<file path="src/hw/rtl/rsd_pkg.sv">
// Types and constants of the random subset draw block.
package rsd_pkg;

   localparam int POOL_SIZE_DEF = 49;
   localparam int MIN_PICKS     = 6;
   localparam int VAL_W         = 6;
   localparam int WORD_W        = 31;
   localparam int DIV_CNT_W     = 5;

   typedef enum logic [1:0] {
      ST_IDLE,
      ST_DIVIDE,
      ST_SELECT,
      ST_EMIT
   } state_type;

   typedef struct packed {
      logic load;
      logic div_step;
      logic sel_step;
      logic emit_step;
      logic refill;
   } cmd_type;

   typedef struct packed {
      logic div_last;
      logic sel_found;
      logic round_end;
      logic emit_last;
   } status_type;

endpackage

</file>
<file path="src/hw/rtl/rsd_ctrl.sv">
// Sequencer of the random subset draw: divide, select, emit.
module rsd_ctrl (
   input  logic                clock,
   input  logic                reset,
   input  logic                start,
   output logic                busy,
   input  rsd_pkg::status_type status,
   output rsd_pkg::cmd_type    cmd
);

   rsd_pkg::state_type state_ff;
   rsd_pkg::state_type state_in;

   always_ff @(posedge clock) begin
      if (reset) begin
         state_ff <= rsd_pkg::ST_IDLE;
      end else begin
         state_ff <= state_in;
      end
   end

   always_comb begin
      state_in = state_ff;
      cmd      = '0;
      unique case (state_ff)
         rsd_pkg::ST_IDLE: begin
            if (start) begin
               cmd.load = 1'b1;
               state_in = rsd_pkg::ST_DIVIDE;
            end
         end
         rsd_pkg::ST_DIVIDE: begin
            cmd.div_step = 1'b1;
            if (status.div_last) begin
               state_in = rsd_pkg::ST_SELECT;
            end
         end
         rsd_pkg::ST_SELECT: begin
            cmd.sel_step = 1'b1;
            if (status.sel_found) begin
               state_in = status.round_end ? rsd_pkg::ST_EMIT : rsd_pkg::ST_IDLE;
            end
         end
         rsd_pkg::ST_EMIT: begin
            cmd.emit_step = 1'b1;
            if (status.emit_last) begin
               cmd.refill = 1'b1;
               state_in   = rsd_pkg::ST_IDLE;
            end
         end
         default: begin
            state_in = rsd_pkg::ST_IDLE;
         end
      endcase
   end

   assign busy = (state_ff != rsd_pkg::ST_IDLE);

endmodule

</file>
<file path="src/hw/rtl/rsd_datapath.sv">
// Datapath: bit-serial remainder, drawn-number mask scan, result register.
module rsd_datapath #(
   parameter int POOL_SIZE = rsd_pkg::POOL_SIZE_DEF
) (
   input  logic                              clock,
   input  logic                              reset,
   input  logic [rsd_pkg::WORD_W-1:0]        req_random_word,
   input  logic                              csr_valid,
   input  logic [rsd_pkg::VAL_W-1:0]         csr_pick_count,
   input  rsd_pkg::cmd_type                  cmd,
   output rsd_pkg::status_type               status,
   output logic                              rsp_valid,
   output logic [rsd_pkg::VAL_W-1:0]         rsp_number,
   output logic [rsd_pkg::VAL_W-1:0]         rsp_rank,
   output logic                              rsp_last
);

   localparam int IDX_W = (POOL_SIZE > 1) ? $clog2(POOL_SIZE) : 1;
   localparam logic [rsd_pkg::VAL_W-1:0] POOL_V  = rsd_pkg::VAL_W'(POOL_SIZE);
   localparam logic [rsd_pkg::VAL_W-1:0] MIN_V   = rsd_pkg::VAL_W'(rsd_pkg::MIN_PICKS);
   localparam logic [rsd_pkg::DIV_CNT_W-1:0] DIV_END =
      rsd_pkg::DIV_CNT_W'(rsd_pkg::WORD_W - 1);

   logic [rsd_pkg::VAL_W-1:0]     pick_count_ff;
   logic [rsd_pkg::VAL_W-1:0]     drawn_count_ff, drawn_count_in;
   logic [POOL_SIZE-1:0]          used_ff, used_in;
   logic [rsd_pkg::WORD_W-1:0]    word_ff, word_in;
   logic [rsd_pkg::VAL_W-1:0]     rem_ff, rem_in;
   logic [rsd_pkg::DIV_CNT_W-1:0] div_cnt_ff, div_cnt_in;
   logic [IDX_W-1:0]              num_ff, num_in;
   logic [IDX_W-1:0]              zcount_ff, zcount_in;
   logic [rsd_pkg::VAL_W-1:0]     rank_ff, rank_in;
   logic                          rsp_valid_ff, rsp_valid_in;
   logic [rsd_pkg::VAL_W-1:0]     rsp_number_ff, rsp_number_in;
   logic [rsd_pkg::VAL_W-1:0]     rsp_rank_ff, rsp_rank_in;
   logic                          rsp_last_ff, rsp_last_in;

   logic [rsd_pkg::VAL_W-1:0]     remaining;
   logic [rsd_pkg::VAL_W:0]       trial;
   logic [rsd_pkg::VAL_W-1:0]     eff_count;
   logic [rsd_pkg::VAL_W-1:0]     drawn_next;
   logic [rsd_pkg::VAL_W-1:0]     rank_next;
   logic                          cur_used;
   logic                          hit;

   // Effective count: raise to the minimum, then cap at the pool size.
   always_comb begin
      eff_count = (pick_count_ff < MIN_V) ? MIN_V : pick_count_ff;
      if (eff_count > POOL_V) begin
         eff_count = POOL_V;
      end
   end

   assign remaining  = POOL_V - drawn_count_ff;
   assign trial      = {rem_ff, word_ff[rsd_pkg::WORD_W-1]};
   assign cur_used   = used_ff[num_ff];
   assign hit        = !cur_used && (rsd_pkg::VAL_W'(zcount_ff) == rem_ff);
   assign drawn_next = drawn_count_ff + rsd_pkg::VAL_W'(1);
   assign rank_next  = rank_ff + rsd_pkg::VAL_W'(1);

   assign status.div_last  = (div_cnt_ff == DIV_END);
   assign status.sel_found = hit;
   assign status.round_end = (drawn_next >= eff_count);
   // Stop the scan at the highest drawn number.
   assign status.emit_last = cur_used && (rank_next == drawn_count_ff);

   always_comb begin
      word_in        = word_ff;
      rem_in         = rem_ff;
      div_cnt_in     = div_cnt_ff;
      num_in         = num_ff;
      zcount_in      = zcount_ff;
      rank_in        = rank_ff;
      used_in        = used_ff;
      drawn_count_in = drawn_count_ff;
      rsp_valid_in   = 1'b0;
      rsp_number_in  = rsp_number_ff;
      rsp_rank_in    = rsp_rank_ff;
      rsp_last_in    = rsp_last_ff;

      if (cmd.load) begin
         word_in    = req_random_word;
         rem_in     = '0;
         div_cnt_in = '0;
         num_in     = '0;
         zcount_in  = '0;
      end

      // One quotient bit per cycle; the remainder stays below the divisor.
      if (cmd.div_step) begin
         word_in    = {word_ff[rsd_pkg::WORD_W-2:0], 1'b0};
         div_cnt_in = div_cnt_ff + rsd_pkg::DIV_CNT_W'(1);
         if (trial >= {1'b0, remaining}) begin
            rem_in = rsd_pkg::VAL_W'(trial - {1'b0, remaining});
         end else begin
            rem_in = trial[rsd_pkg::VAL_W-1:0];
         end
      end

      // Walk all numbers, counting undrawn ones, up to the chosen one.
      if (cmd.sel_step) begin
         if (hit) begin
            used_in[num_ff] = 1'b1;
            drawn_count_in  = drawn_next;
            num_in          = '0;
            rank_in         = '0;
         end else begin
            num_in = num_ff + IDX_W'(1);
            if (!cur_used) begin
               zcount_in = zcount_ff + IDX_W'(1);
            end
         end
      end

      // Drawn numbers come out of the mask already in ascending order.
      if (cmd.emit_step) begin
         num_in = num_ff + IDX_W'(1);
         if (cur_used) begin
            rsp_valid_in  = 1'b1;
            rsp_number_in = rsd_pkg::VAL_W'(num_ff) + rsd_pkg::VAL_W'(1);
            rsp_rank_in   = rank_next;
            rsp_last_in   = (rank_next == drawn_count_ff);
            rank_in       = rank_next;
         end
      end

      if (cmd.refill) begin
         used_in        = '0;
         drawn_count_in = '0;
      end
   end

   always_ff @(posedge clock) begin
      if (reset) begin
         pick_count_ff  <= MIN_V;
         drawn_count_ff <= '0;
         used_ff        <= '0;
         rsp_valid_ff   <= 1'b0;
      end else begin
         if (csr_valid) begin
            pick_count_ff <= csr_pick_count;
         end
         drawn_count_ff <= drawn_count_in;
         used_ff        <= used_in;
         rsp_valid_ff   <= rsp_valid_in;
      end
   end

   always_ff @(posedge clock) begin
      word_ff       <= word_in;
      rem_ff        <= rem_in;
      div_cnt_ff    <= div_cnt_in;
      num_ff        <= num_in;
      zcount_ff     <= zcount_in;
      rank_ff       <= rank_in;
      rsp_number_ff <= rsp_number_in;
      rsp_rank_ff   <= rsp_rank_in;
      rsp_last_ff   <= rsp_last_in;
   end

   assign rsp_valid  = rsp_valid_ff;
   assign rsp_number = rsp_number_ff;
   assign rsp_rank   = rsp_rank_ff;
   assign rsp_last   = rsp_last_ff;

endmodule

</file>
<file path="src/hw/rtl/random_subset_draw_sorted.sv">
// Top level of the random subset draw with sorted output.
//
//   channel   ports                                   handshake
//   -------   -------------------------------------   ---------------------------
//   request   req_random_word                         start & !busy
//   response  rsp_number, rsp_rank, rsp_last          rsp_valid, one-cycle strobe
//   config    csr_pick_count                          csr_valid & csr_ready
//
// A draw runs the bit-serial remainder over the whole random word, then scans
// pool numbers up to the chosen one, with busy high throughout.
// The draw that ends a round adds a mask scan up to the highest drawn
// number; results come as strobes, with gaps for numbers not drawn,
// and busy drops with the last.
// Reset is synchronous; the pool mask clears at once, no clearing pass.
// Results cannot be stalled; csr_ready is always high.
module random_subset_draw_sorted #(
   parameter int POOL_SIZE = rsd_pkg::POOL_SIZE_DEF
) (
   input  logic                       clock,
   input  logic                       reset,
   input  logic                       start,
   output logic                       busy,
   input  logic [rsd_pkg::WORD_W-1:0] req_random_word,
   output logic                       rsp_valid,
   output logic [rsd_pkg::VAL_W-1:0]  rsp_number,
   output logic [rsd_pkg::VAL_W-1:0]  rsp_rank,
   output logic                       rsp_last,
   input  logic                       csr_valid,
   output logic                       csr_ready,
   input  logic [rsd_pkg::VAL_W-1:0]  csr_pick_count
);

   rsd_pkg::cmd_type    cmd;
   rsd_pkg::status_type status;

   assign csr_ready = 1'b1;

   rsd_ctrl u_ctrl (
      .clock  (clock),
      .reset  (reset),
      .start  (start),
      .busy   (busy),
      .status (status),
      .cmd    (cmd)
   );

   rsd_datapath #(
      .POOL_SIZE (POOL_SIZE)
   ) u_datapath (
      .clock           (clock),
      .reset           (reset),
      .req_random_word (req_random_word),
      .csr_valid       (csr_valid),
      .csr_pick_count  (csr_pick_count),
      .cmd             (cmd),
      .status          (status),
      .rsp_valid       (rsp_valid),
      .rsp_number      (rsp_number),
      .rsp_rank        (rsp_rank),
      .rsp_last        (rsp_last)
   );

endmodule

</file>
<file path="config.mk">
export PLATFORM = sky130hd
export DESIGN_NAME = random_subset_draw_sorted
export DESIGN_NICKNAME = d
export VERILOG_FILES = /design/src/hw/rtl/rsd_pkg.sv /design/src/hw/rtl/rsd_ctrl.sv /design/src/hw/rtl/rsd_datapath.sv /design/src/hw/rtl/random_subset_draw_sorted.sv
export SDC_FILE = /design/constraint.sdc
export NUM_CORES = 1
export LEC_CHECK = 0
export ABC_AREA = 1
export BUFFER_PORTS_ARGS = -buffer_cell sky130_fd_sc_hd__buf_2
export CAP_MARGIN = 20
export CORE_ASPECT_RATIO = 1.2
export CORE_UTILIZATION = 60
export DETAILED_ROUTE_END_ITERATION = 16
export GPL_TIMING_DRIVEN = 0
export PLACE_DENSITY = 0.8
export SYNTH_ARGS = -nofsm -noshare
export SYNTH_HDL_FRONTEND = slang
export SYNTH_HIERARCHICAL = 1
export SYNTH_SLANG_ARGS = --single-unit
</file>
<file path="constraint.sdc">
create_clock -name clock -period 2.9 [get_ports clock]
set_clock_uncertainty 0.05 [all_clocks]
set_input_delay 0.58 -clock clock [delete_from_list [all_inputs] [get_ports clock]]
set_output_delay 0.58 -clock clock [all_outputs]
set_load 0.05 [all_outputs]
</file>
==> impl_metrics.ini, run 1 <==
[outcome]
status = completed

[setup_path]
critPathRequiredTime_ps = 3100
cp.arrival_ps = 2940
cpPeakStageDelay_ps = 430
critical-path-top-delay-family = compound AO/OA/AOI/OAI gates
crit_fanout = 10
start_kind = flip-flop
critPathKind = reg -> reg
worstPathCellList = inv_1 > ha_1 > inv_1 > ha_1 > nand2_1 > o21ai_0 > a21oi_1 > o21bai_1 > nand2_1 > nand2_2 > o21ai_0 > a21oi_1
worstSetupEndpointType = flip-flop
worst-path-buf-inv = 2
cpMaxStageDelayCell = dfxtp_1

[finish]
nFillCells = 944
multi_input_area_mm2 = 0.00322
antenna_cells = 0
seq_area_mm2 = 0.00334
fin_cells = 1177
drive_gt1_share_pct = 14.4
syn2layout_area_growth_pct = 17.1
layout.nets = 1069

[yosys]
yosys_warnings = 6
synthCells = 921
synthesis.area_mm2 = 0.00721
synthAdderAreaFrac_pct = 3.75
syn_area_per_cell_um2 = 7.83
synth_mux_area_share_pct = 0
synth-compound-area-share_pct = 9.36
synthDistinctLibCells = 43
async_flop_share_pct = 0
seq_area_frac_synth_pct = 46.4
synth_top_family_by_area = simple AND/OR/NAND/NOR gates
synth-simple-area-share_pct = 27.5
synth_edf_count = 60
ys_seq_elements = 137
synthFlopType = dfxtp_1
synth_xor_area_share_pct = 3.28
synthesis.nets = 983

[timing]
finalWorstSetupSlack_ps = 162
tightest_slew_ps = 644
max_slew_margin_pct = 57.0
post-route-min-period_ps = 2740
timing.hold.ws_ps = 329
finalCritPeriodShare_pct = 94.4
finalHoldViolations = 0
fmax_ghz = 0.365
setup_violations = 0
slew_viol_final = 0

[floorplanning]
io_pins = 57
die_w_um = 102
die_y_um = 122
fp-row-count = 43
dieArea_mm2 = 0.0125
start_util_pct = 62.0
core-area_mm2 = 0.0116

[drt]
via_per_inst = 5.50
drt-initial-drc-count = 505
postRouteAntennaNets = 0
wl_per_cell_um = 14.6
route.detailed.drc = 0
vias = 6477
drtPass1Iterations = 5
drt-total-wl_um = 17200

[cts]
cts_max_path_buffers = 2
cts_root_buffer = clkbuf_16
clkTransAtPathRegs_ps = 60
cts_tree = yes
h-tree-depth = 4
cts_sinks = 137
clk-insertion-delay-late_ps = 410
holdBufCountCts = 0
numCtsBuffers = 17

[place]
place_ws_ps = -738
globalplace.congestion = 0.956
hpwl_um = 11300
portBuffers = 55
placed_cells = 1133

[pwr]
peakVddDrop_mv = 0.514
power_mw = 8.44
p_leak_nw = 3.73
power.density_mw_per_mm2 = 1000

[grt]
grt_pass1_wl_um = 28300
grt_max_degree = 42
gr-total-overflow = 0
grt_antenna_before_repair = 0
track_usage_pct = 29.7
grt_pass1_vias = 6086

[worst_hold_path]
min_path_type = in -> reg

[run]
drv_cap = 0
## cells in the final DEF, fill, tap and decap left out, types with 10 or more instances in the layout
cell and instances:
clkbuf_1 21, buf_2 57, nor2_1 97, buf_4 17
ha_1 20, o21ai_0 30, nand3_1 73, nand4_1 51
dfxtp_1 77, buf_6 10, inv_1 111, clkbuf_16 17
a21oi_1 67, nand2_1 203, edfxtp_1 60, xor2_1 18
## power by group
part | switching, mW | internal, mW
Combinational | 2.31 | 1.13
Clock | 0.823 | 1.29
Sequential | 0.260 | 2.62
Total | 3.39 | 5.04
## tightest hold or removal path, stage by stage
cell	delay, ps
buf_2	70
nand2_1	40
nand3_1	70
## area by class of cell
cell class	instances	share of cell area, %
Buffer	42	3.10
Clock inverter	11	1.50
Tap cell	157	2.33
Timing Repair Buffer	68	4.57
Inverter	119	5.35
Clock buffer	21	5.34
Sequential cell	137	39.6
Multi-Input combinational cell	622	38.2
## what timing repair did
action                     in CTS  in global routing
pin swaps                       4                  2
gates resized for setup        17                 14
buffers inserted               10                  3
setup endpoints to repair      54                 75
## metrics by stage
step | TNS [ps] | util, % | instance area, µm²
final | 0 | 72.6 | 8440
after global routing | -25.4 | 72.6 | 8440
after CTS | -87.5 | 72.3 | 8400
after detailed placement | -18910 | 66.1 | 7680
after global placement | -29620 | 66.1 | 7680
after floorplan | 0 | - | 7210
## registers in the layout, summed over array words and instances (netlist names)
name,count
u_datapath/used_ff,49
u_datapath/word_ff,31
u_datapath/drawn_count_ff,6
u_datapath/num_ff,6
u_datapath/pick_count_ff,6
u_datapath/rank_ff,6
u_datapath/rem_ff,6
u_datapath/rsp_number,6
u_datapath/rsp_rank,6
u_datapath/zcount_ff,6
u_datapath/div_cnt_ff,5
u_ctrl/state_ff,2
u_datapath/rsp_last,1
u_datapath/rsp_valid,1
## per-layer routing
layer	wire (µm)	track usage (%)
met1	7110	36.9
met5	0	0
met3	1110	5.85
met4	612	16.3
met2	8330	48.4
## synth_stat cells, types with 2 or more instances
| cell | number | share of area (%) |
|---|---|---|
| clkinv_1 | 4 | 0.21 |
| nand2_1 | 205 | 11 |
| inv_1 | 113 | 5.9 |
| nand3_1 | 73 | 5.1 |
| buf_4 | 5 | 0.52 |
| clkbuf_1 | 23 | 1.2 |
| o21ai_0 | 30 | 2.1 |
| a21oi_1 | 67 | 4.7 |
| nand3_2 | 2 | 0.28 |
| buf_6 | 9 | 1.4 |
| nor3_1 | 8 | 0.56 |
| dfxtp_1 | 77 | 21 |
| o21ai_1 | 8 | 0.56 |
| buf_1 | 3 | 0.16 |
| o21a_1 | 3 | 0.31 |
| ha_1 | 20 | 3.5 |
| buf_2 | 3 | 0.21 |
| edfxtp_1 | 60 | 25 |
| o21bai_1 | 2 | 0.21 |
| o211ai_1 | 5 | 0.52 |
| nor2_1 | 100 | 5.2 |
| xor2_1 | 18 | 2.2 |
| nand4_1 | 51 | 4.4 |
| nor2_2 | 5 | 0.43 |
| xnor2_1 | 9 | 1.1 |
## kinds of logic (layout without fill, tap and decap cells)
logic type	count (synthesis)	count (layout)
other	1	1
adders and majority gates	21	21
DFF	137	137
xor gates and xnor gates	27	27
and+or+nand+nor	450	450
AOI/OAI and AO/OA	123	123
buffers and inverters	162	261
## worst paths after layout
check                                                   from                           to  slack, ps  cells after the start
worst max register to register  u_datapath/drawn_count_ff[2]         u_datapath/rem_ff[3]        160                     12
worst max-delay path            u_datapath/drawn_count_ff[2]         u_datapath/rem_ff[3]        160                     12
worst min register to register        u_datapath/used_ff[36]       u_datapath/used_ff[36]        400                      2
worst min-delay path                       csr_pick_count[1]  u_datapath/pick_count_ff[1]        330                      3
Power figures use the tool's default switching activity.
==> run 2, diff against run 1 <==
CORE_UTILIZATION = 50   (was 60)
PLACE_DENSITY = 0.68   (was 0.8)
==> impl_metrics.ini, run 2 (synthesis gave the netlist of run 1 again) <==
[finish]
top_register = u_datapath/used_ff
syn2layout_area_growth_pct = 16.4
largest_reg_flops = 49
layout_commonest_cell = nand2_1
drive_gt1_share_pct = 13.5
reg_top3 = u_datapath/used_ff x49, u_datapath/word_ff x31
layout.nets = 1065
mostFrequentLayoutCells = nand2_1 (203), inv_1 (113), nor2_1 (97)
antenna_cells = 0
fin_cells = 1185

[floorplanning]
fp-row-count = 47
io_pins = 57
start_util_pct = 51.7
core-area_mm2 = 0.0139
die_y_um = 134
dieArea_mm2 = 0.0149
die_w_um = 112

[timing]
tightest_slew_ps = 683
finalCritPeriodShare_pct = 94.0
slew_viol_final = 0
finalHoldViolations = 0
max_slew_margin_pct = 54.4
setup_violations = 0
post-route-min-period_ps = 2730
fmax_ghz = 0.367
rsz0062_at_grt = true
setup_tns_ps = 0

[cts]
cts_tree = yes
h-tree-depth = 4
clkTransAtPathRegs_ps = 60
holdBufCountCts = 0
cts_max_path_buffers = 2
numCtsBuffers = 17
cts_sinks = 137
clk-insertion-delay-late_ps = 430
cts_root_buffer = clkbuf_16

[grt]
grt_max_degree = 24
gr-total-overflow = 0
track_usage_pct = 23.6
grt_pass1_vias = 5762
grt_pass1_wl_um = 27400
grt_antenna_before_repair = 0

[outcome]
status = completed

[setup_path]
worstPathCellList = buf_4 > nor2_4 > buf_4 > nand3_1 > nand2_1 > nor2_1 > nor2_1 > nor2_1 > nand2_2 > nor2_8 > buf_6 > nor4_1 > inv_1 > nor2_2 > nor2_4 > inv_1 > clkbuf_2 > a21oi_1
cp_common_cell = nor2_1
worstSetupEndpointType = flip-flop
crit_fanout = 10
cpMaxStageDelayCell = edfxtp_1
cpPeakStageDelay_ps = 490
worst-path-buf-inv = 6
critical-path-top-delay-family = simple AND/OR/NAND/NOR gates
start_kind = flip-flop
critPathRequiredTime_ps = 3160
critPathKind = reg -> reg
cp.arrival_ps = 2980

[drt]
drtPass1Iterations = 5
vias = 6288
wl_per_cell_um = 14.3
drt-initial-drc-count = 403
postRouteAntennaNets = 0
route.detailed.drc = 0
drt-total-wl_um = 16900
via_per_inst = 5.31

[worst_hold_path]
min_path_type = in -> reg

[pwr]
power.density_mw_per_mm2 = 983
peakVddDrop_mv = 0.571
p_leak_nw = 3.71

[place]
portBuffers = 55
hpwl_um = 11900
globalplace.congestion = 0.908
placed_cells = 1148

[run]
drv_cap = 0
-- run 2: cell count changes in the layout (fill, tap and decap cells not counted), sizes merged --
| cell | before | now |
|---|---|---|
| buf | 88 | 85 |
| clkbuf | 43 | 39 |
| clkinv | 9 | 12 |
| clkinvlp | 4 | 2 |
-- run 2: worst reg2reg max path: cells and delay by family (launching register included) --
kind	cells	cell delay (ps)
flip-flops	1	490
buffers and inverters	6	950
AND/OR/NAND/NOR	11	1040
AO/OA/AOI/OAI	1	70
-- run 2: final cells by class --
| class | count | area (µm²) |
|---|---|---|
| fillers | 1272 | 5550 |
| clock buffers | 18 | 429 |
| clock inverters | 12 | 110 |
| inverters | 119 | 452 |
| multi-input cells | 622 | 3220 |
| plain buffers | 42 | 258 |
| flip-flops and latches | 137 | 3340 |
| repair buffers | 64 | 363 |
| well taps | 171 | 214 |
-- run 2: final timing paths --
kind                               start                     endpoint  slack, ps  cells past startpoint
setup reg to reg    u_datapath/num_ff[1]        u_datapath/used_ff[2]        170                     18
setup / recovery    u_datapath/num_ff[1]        u_datapath/used_ff[2]        170                     18
hold reg to reg   u_datapath/used_ff[36]       u_datapath/used_ff[36]        400                      2
hold / removal         csr_pick_count[1]  u_datapath/pick_count_ff[1]        310                      3
-- run 2: metrics by stage --
step | power (mW) | hold WS, ps | utilization [%] | instance area (µm²) | setup WS, ps
after floorplan | 5.21 | 374 | - | 7210 | 172
after global placement | 6.00 | 388 | 55.2 | 7700 | -751
after detailed placement | 6.08 | 391 | 55.4 | 7730 | -721
after CTS | 8.23 | 298 | 60.1 | 8370 | 11.8
after global routing | 8.77 | 303 | 60.2 | 8390 | -3.16
final | 8.25 | 311 | 60.2 | 8390 | 173
-- run 2: per-layer routing --
| layer | vias to the layer above | share of wire [%] | global-route usage, % |
|---|---|---|---|
| li1 | 3200 | - | - |
| met1 | 2871 | 43 | 27.7 |
| met2 | 177 | 49 | 40.0 |
| met3 | 40 | 4.6 | 5.73 |
| met4 | 0 | 3.5 | 12.5 |
| met5 | - | 0 | 0 |
-- run 2: what timing repair did --
action / in CTS / in global routing
buffers inserted: 7 / 1
resized for setup: 17 / 13
setup endpoints to repair: 51 / 47
pin swaps: 4 / 1
-- run 2: power by group --
| part | total [mW] | internal [mW] | switching, mW |
|---|---|---|---|
| Sequential | 2.89 | 2.62 | 0.271 |
| Clock | 2.02 | 1.23 | 0.787 |
| Combinational | 3.34 | 1.10 | 2.23 |
| Total | 8.25 | 4.95 | 3.29 |
